$ cat config.mk
export PLATFORM = sky130hd
export DESIGN_NAME = lc3_ctrl
export DESIGN_NICKNAME = d
export VERILOG_FILES = /design/src/design/lc3_instruction_core_assert.svh /design/src/design/lc3_pkg.sv /design/src/design/lc3_ctrl.sv
export SDC_FILE = /design/constraint.sdc
export NUM_CORES = 1
export LEC_CHECK = 0
export BUFFER_PORTS_ARGS = -buffer_cell sky130_fd_sc_hd__clkbuf_2
export CORE_MARGIN = 1
export CORE_UTILIZATION = 30
export CTS_CLUSTER_DIAMETER = 40
export DETAILED_ROUTE_END_ITERATION = 10
export PLACE_DENSITY_LB_ADDON = 0.08
export SYNTH_ARGS = -nofsm -noshare
export SYNTH_HDL_FRONTEND = slang
export SYNTH_SLANG_ARGS = --single-unit
export TNS_END_PERCENT = 5
$ cat constraint.sdc
create_clock -name i_clk -period 2.15 [get_ports i_clk]
set_input_delay 0.43 -clock i_clk [delete_from_list [all_inputs] [get_ports i_clk]]
set_output_delay 0.43 -clock i_clk [all_outputs]
set_load 0.005 [all_outputs]
$ cat src/design/lc3_instruction_core_assert.svh
// assertion macros for the lc3 instruction core
// included by the top level only
`ifndef LC3_INSTRUCTION_CORE_ASSERT_SVH
`define LC3_INSTRUCTION_CORE_ASSERT_SVH

// implication checked on every clock edge outside reset
`define LC3_ASSERT_IMP(label, clk, rst_n, ante, cons, msg) \
    label: assert property (@(posedge clk) disable iff (!rst_n) (ante) |-> (cons)) \
        else $error(msg);

// next-cycle implication
`define LC3_ASSERT_NXT(label, clk, rst_n, ante, cons, msg) \
    label: assert property (@(posedge clk) disable iff (!rst_n) (ante) |=> (cons)) \
        else $error(msg);

`endif

$ cat src/design/lc3_pkg.sv
// shared types and constants for the lc3 instruction core
// no dependencies
package lc3_pkg;

    localparam int ADDR_BITS = 16;
    localparam int MEM_WORDS = 1 << ADDR_BITS;

    localparam logic [1:0] CMD_STEP   = 2'd0;
    localparam logic [1:0] CMD_MEM_WR = 2'd1;
    localparam logic [1:0] CMD_MEM_RD = 2'd2;
    localparam logic [1:0] CMD_REG_WR = 2'd3;

    localparam logic [2:0] ST_DONE    = 3'd0;
    localparam logic [2:0] ST_HALTED  = 3'd1;
    localparam logic [2:0] ST_ZERO    = 3'd2;
    localparam logic [2:0] ST_TRAP    = 3'd3;
    localparam logic [2:0] ST_IGNORED = 3'd4;

    localparam logic [3:0] OP_BR   = 4'd0;
    localparam logic [3:0] OP_ADD  = 4'd1;
    localparam logic [3:0] OP_LD   = 4'd2;
    localparam logic [3:0] OP_ST   = 4'd3;
    localparam logic [3:0] OP_JSR  = 4'd4;
    localparam logic [3:0] OP_AND  = 4'd5;
    localparam logic [3:0] OP_LDR  = 4'd6;
    localparam logic [3:0] OP_STR  = 4'd7;
    localparam logic [3:0] OP_NOT  = 4'd9;
    localparam logic [3:0] OP_LDI  = 4'd10;
    localparam logic [3:0] OP_STI  = 4'd11;
    localparam logic [3:0] OP_JMP  = 4'd12;
    localparam logic [3:0] OP_LEA  = 4'd14;
    localparam logic [3:0] OP_TRAP = 4'd15;

    localparam logic [7:0]  HALT_VECTOR = 8'h25;
    localparam logic [15:0] START_RESET = 16'h3000;

    typedef struct packed {
        logic [1:0]  cmd;
        logic [15:0] addr;
        logic [2:0]  reg_index;
        logic [15:0] data;
    } t_in_item;

    typedef struct packed {
        logic [2:0]  status;
        logic [15:0] next_pc;
        logic [7:0]  trap_vector;
        logic [15:0] r0_value;
        logic [15:0] read_data;
        logic [2:0]  cond_code;
    } t_out_item;

    // address source for the memory port
    typedef enum logic [1:0] {
        MA_ITEM = 2'd0,
        MA_PC   = 2'd1,
        MA_EA   = 2'd2,
        MA_MDR  = 2'd3
    } t_maddr_sel;

    // controller to datapath
    typedef struct packed {
        logic       load_item;
        logic       mem_rd;
        t_maddr_sel maddr_sel;
        logic       load_ir;
        logic       load_mdr;
        logic       execute;
        logic       load_out;
    } t_cmd;

    // datapath to controller
    typedef struct packed {
        logic [1:0] cmd;
        logic       halted;
        logic [3:0] opcode;
    } t_status;

    function automatic logic [15:0] sext(input logic [15:0] v, input int bits);
        logic [15:0] r;
        r = v;
        for (int i = 0; i < 16; i++) begin
            if (i >= bits) r[i] = v[bits-1];
        end
        return r;
    endfunction

endpackage

$ cat src/design/lc3_ctrl.sv
// controller state machine for the lc3 instruction core
// depends on lc3_pkg
module lc3_ctrl import lc3_pkg::*; (
    input  logic    i_clk,
    input  logic    i_rst_n,
    input  logic    i_in_valid,
    output logic    o_in_stall,
    input  logic    i_out_stall,
    output logic    o_out_valid,
    input  t_status i_stat,
    output t_cmd    o_cmd
);

    typedef enum logic [6:0] {
        S_IDLE  = 7'b0000001,
        S_DISP  = 7'b0000010,
        S_FETCH = 7'b0000100,
        S_DEC   = 7'b0001000,
        S_IND   = 7'b0010000,
        S_EXEC  = 7'b0100000,
        S_OUT   = 7'b1000000
    } t_state;

    t_state r_state, n_state;
    logic   r_out_valid, n_out_valid;
    logic   w_take;

    // input is taken only in idle
    assign o_in_stall  = (r_state != S_IDLE);
    assign w_take      = i_in_valid && (r_state == S_IDLE);
    assign o_out_valid = r_out_valid;

    always_comb begin
        n_state     = r_state;
        n_out_valid = r_out_valid && i_out_stall;
        o_cmd       = '0;
        o_cmd.maddr_sel = MA_ITEM;
        unique case (r_state)
            S_IDLE: begin
                if (w_take) begin
                    o_cmd.load_item = 1'b1;
                    n_state = S_DISP;
                end
            end
            S_DISP: begin
                if (i_stat.cmd == CMD_STEP && !i_stat.halted) begin
                    o_cmd.mem_rd    = 1'b1;
                    o_cmd.maddr_sel = MA_PC;
                    n_state = S_FETCH;
                end else begin
                    if (i_stat.cmd == CMD_MEM_RD) o_cmd.mem_rd = 1'b1;
                    o_cmd.execute = 1'b1;
                    n_state = S_EXEC;
                end
            end
            S_FETCH: begin
                o_cmd.load_ir = 1'b1;
                n_state = S_DEC;
            end
            S_DEC: begin
                // ea based memory read for loads and indirect stores
                o_cmd.maddr_sel = MA_EA;
                o_cmd.mem_rd = (i_stat.opcode == OP_LD) || (i_stat.opcode == OP_LDR)
                    || (i_stat.opcode == OP_LDI) || (i_stat.opcode == OP_STI);
                if ((i_stat.opcode == OP_LDI) || (i_stat.opcode == OP_STI)) begin
                    n_state = S_IND;
                end else begin
                    o_cmd.execute = 1'b1;
                    n_state = S_EXEC;
                end
            end
            S_IND: begin
                // pointer word is in the read register now
                o_cmd.maddr_sel = MA_MDR;
                o_cmd.mem_rd    = (i_stat.opcode == OP_LDI);
                o_cmd.execute   = 1'b1;
                n_state = S_EXEC;
            end
            S_EXEC: begin
                o_cmd.load_mdr = 1'b1;
                n_state = S_OUT;
            end
            S_OUT: begin
                if (!r_out_valid || !i_out_stall) begin
                    o_cmd.load_out = 1'b1;
                    n_out_valid = 1'b1;
                    n_state = S_IDLE;
                end
            end
            default: n_state = S_IDLE;
        endcase
    end

    always_ff @(posedge i_clk) begin
        if (!i_rst_n) begin
            r_state     <= S_IDLE;
            r_out_valid <= 1'b0;
        end else begin
            r_state     <= n_state;
            r_out_valid <= n_out_valid;
        end
    end

endmodule

==> metrics.md <==
| Metric | Value |
|---|---|
| Max Root-Sink Buffers | `2` |
| Synthesized flop and latch total | `8` |
| CP max FO | `2` |
| Antenna violations before repair | `0` |
| Least-Margin Pin Slew | `0.502 ns` |
| Drc violations | `0` |
| Clk_skew | `0.00347 ns` |
| Syn Nets | `78` |
| Crit path launch type | `register` |
| I/O pin count | `21` |
| Setup TNS Final | `-0.147 ns` |
| Post-Syn Area | `549 sq um` |
| Cell Rows | `15` |
| Post-synthesis async set-or-reset flop share | `0%` |
| CP endpoint kind | `primary output` |
| Max-cap violations | `0` |
| DPL Wire Length | `1050 microns` |
| Final slew viol count | `0` |
| DRT iter0 DRCs | `11` |
| Delay of the slowest critical-path stage | `0.55 ns` |
| Most common cell after layout, fill and taps aside | `clkbuf_2` |
| GRT Util Overall | `13.1%` |
| Area Growth Syn to Fin | `38.3%` |
| H-Tree Depth | `1` |
| Die area | `2010 sq um` |
| Die span in y | `44.8 microns` |
| Hold buffers post-CTS | `0` |
| Failing checks | `setup timing` |
| Final setup fails | `1` |
| Wirelength per Cell | `11.3 microns` |
| Vias in the first global route | `423` |
| Crit path time final | `2.30 ns` |
| Critical path, cell by cell | `or4_4 > or4b_4 > a21oi_2 > clkbuf_2` |
| Final WL | `1350 microns` |
| Warnings from Yosys | `0` |
| Netlist cell types | `35` |
| CTS Buf Count | `3` |
| Crit path kind | `reg -> out` |
| RSZ-0062 raised after global routing | `yes` |
| PD cells | `460 nW/um^2` |
| First-pass DRT Iterations | `4` |
| Most frequent cells in the layout | `20 x clkbuf_2, 8 x buf_4, 7 x dfxtp_1` |
| Final nets | `107` |
| Die X | `44.8 microns` |
| ANT nets after route | `0` |
| Routed vias/inst | `4.96` |
| Mapped Avg Cell Area | `8.20 sq um` |
| CTS tree | `done` |
| Share of cells above drive strength 1 | `42.6%` |
| Post-synth top area share | `29.2%` |
| Post-Synthesis Cells | `67` |
| Buf/Inv on CP | `1` |
| Fin. Hold Viols | `0` |
| EDFF count, synth | `0` |
| Max transition margin | `66.2%` |
| Slowest cell on crit path | `or4b_4` |
| Routed via count | `590` |
| Port-buffer cells | `20` |
| Initial Util | `31.8%` |
| Crit-path leading delay family | `simple AND/OR/NAND/NOR gates` |
| Prevailing post-synth register cell | `dfxtp_1` |
| Maximum vdd drop | `287 uV` |
| First-pass GRT wire length | `1900 microns` |
| CP arrival | `1.87 ns` |
| Pre-CTS WS | `0.0947 ns` |
| Count of clock tree sinks | `8` |
| Pleak | `0.320 nW` |
| Largest net degree at the start of global routing | `12` |
| Clock latency on the worst-skew pair | `0.24 ns` |
| Gr ovfl total | `0` |
| Seq/Total Area, Yosys | `29.2%` |
| Critical path data required time | `1.72 ns` |
| Cell taking the most area after synthesis | `dfxtp_1` |
| Ant diodes | `0` |
| Max frequency | `435 MHz` |
| Largest cells by area after synthesis | `dfxtp_1 29%, nor3_1 5.5%, a21oi_1 3.6%` |
| Status | `complete, but fails checks` |
| Fin crit share | `107%` |
| Worst Hold Class | `in -> reg` |
| Final worst slack | `-0.147 ns` |
| Routability congestion estimate | `0.715` |
| CTS root buf | `clkbuf_4` |
| Reg clk slew, reported paths | `0.05 ns` |
| Core box area | `1730 sq um` |
## area by class of cell
cell class | instances | area [sq um]
Inverter | 2 | 7.51
Multi-Input combinational cell | 53 | 377
Sequential cell | 8 | 161
Fill cell | 199 | 967
Timing Repair Buffer | 28 | 160
Tap cell | 25 | 31.3
Clock buffer | 3 | 22.5
## worst paths after layout
kind | slack [ns] | start | endpoint | cells past startpoint
max | -0.15 | r_state[1] | o_cmd[0] | 4
min | 0.41 | i_rst_n | r_state[6] | 2
max reg2reg | 0.14 | r_state[1] | r_state[3] | 5
min reg2reg | 0.55 | o_out_valid | o_out_valid | 2
## flip-flops by register name, summed over array words and instances (netlist names)
signal	count
o_out_valid	1
r_state	7
## worst register-to-register path: cells and delay by family, from the launching register on
kind | cells | cell delay (ns)
and+or+nand+nor | 3 | 1.24
DFF | 1 | 0.32
AOI/OAI and AO/OA | 1 | 0.19
buffers and inverters | 1 | 0.15
## cell usage after synthesis, types with 3 or more instances
cell type,number
nor2_1,4
nor3_1,6
dfxtp_1,8
and2_1,3
a21oi_1,4
clkbuf_1,3
## power breakdown
part	total, mW	switching [mW]	internal (mW)
registers	0.156	0.00242	0.153
clock network	0.107	0.0436	0.0634
logic	0.0869	0.0416	0.0453
total	0.349	0.0876	0.262
## per-stage QoR
stage	utilization (%)	hold slack (ns)	total power [mW]	std cells	area [sq um]
after detailed placement	40.7	0.514	0.239	114	703
after global placement	40.7	0.514	0.239	114	703
after floorplan	-	0.501	0.206	67	549
after CTS	42.7	0.402	0.350	117	737
after global routing	44.0	0.412	0.368	119	759
final	44.0	0.406	0.349	119	759
## routing by layer
layer | track usage, % | wire length [microns] | part of all wire (%) | vias to the layer above
li1 | - | - | - | 310
met3 | 1.20 | 36 | 2.7 | 2
met2 | 18.5 | 608 | 45 | 11
met1 | 19.3 | 693 | 51 | 267
met4 | 7.27 | 8 | 0.59 | 0
met5 | 0 | 0 | 0 | -
## cells by family after synthesis
| group | after synthesis | synth area share (%) |
|---|---|---|
| AO/OA/AOI/OAI | 14 | 18.0 |
| XOR/XNOR | 3 | 4.78 |
| buffers and inverters | 6 | 5.47 |
| flip-flops | 8 | 29.2 |
| multiplexers | 1 | 1.82 |
| AND/OR/NAND/NOR | 35 | 40.8 |
## what timing repair did
action,CTS,global route
setup buffers,0,2
endpoints found under the setup margin,2,3
resized for setup,3,2
pin swaps,0,2
Power figures use the tool's default switching activity.
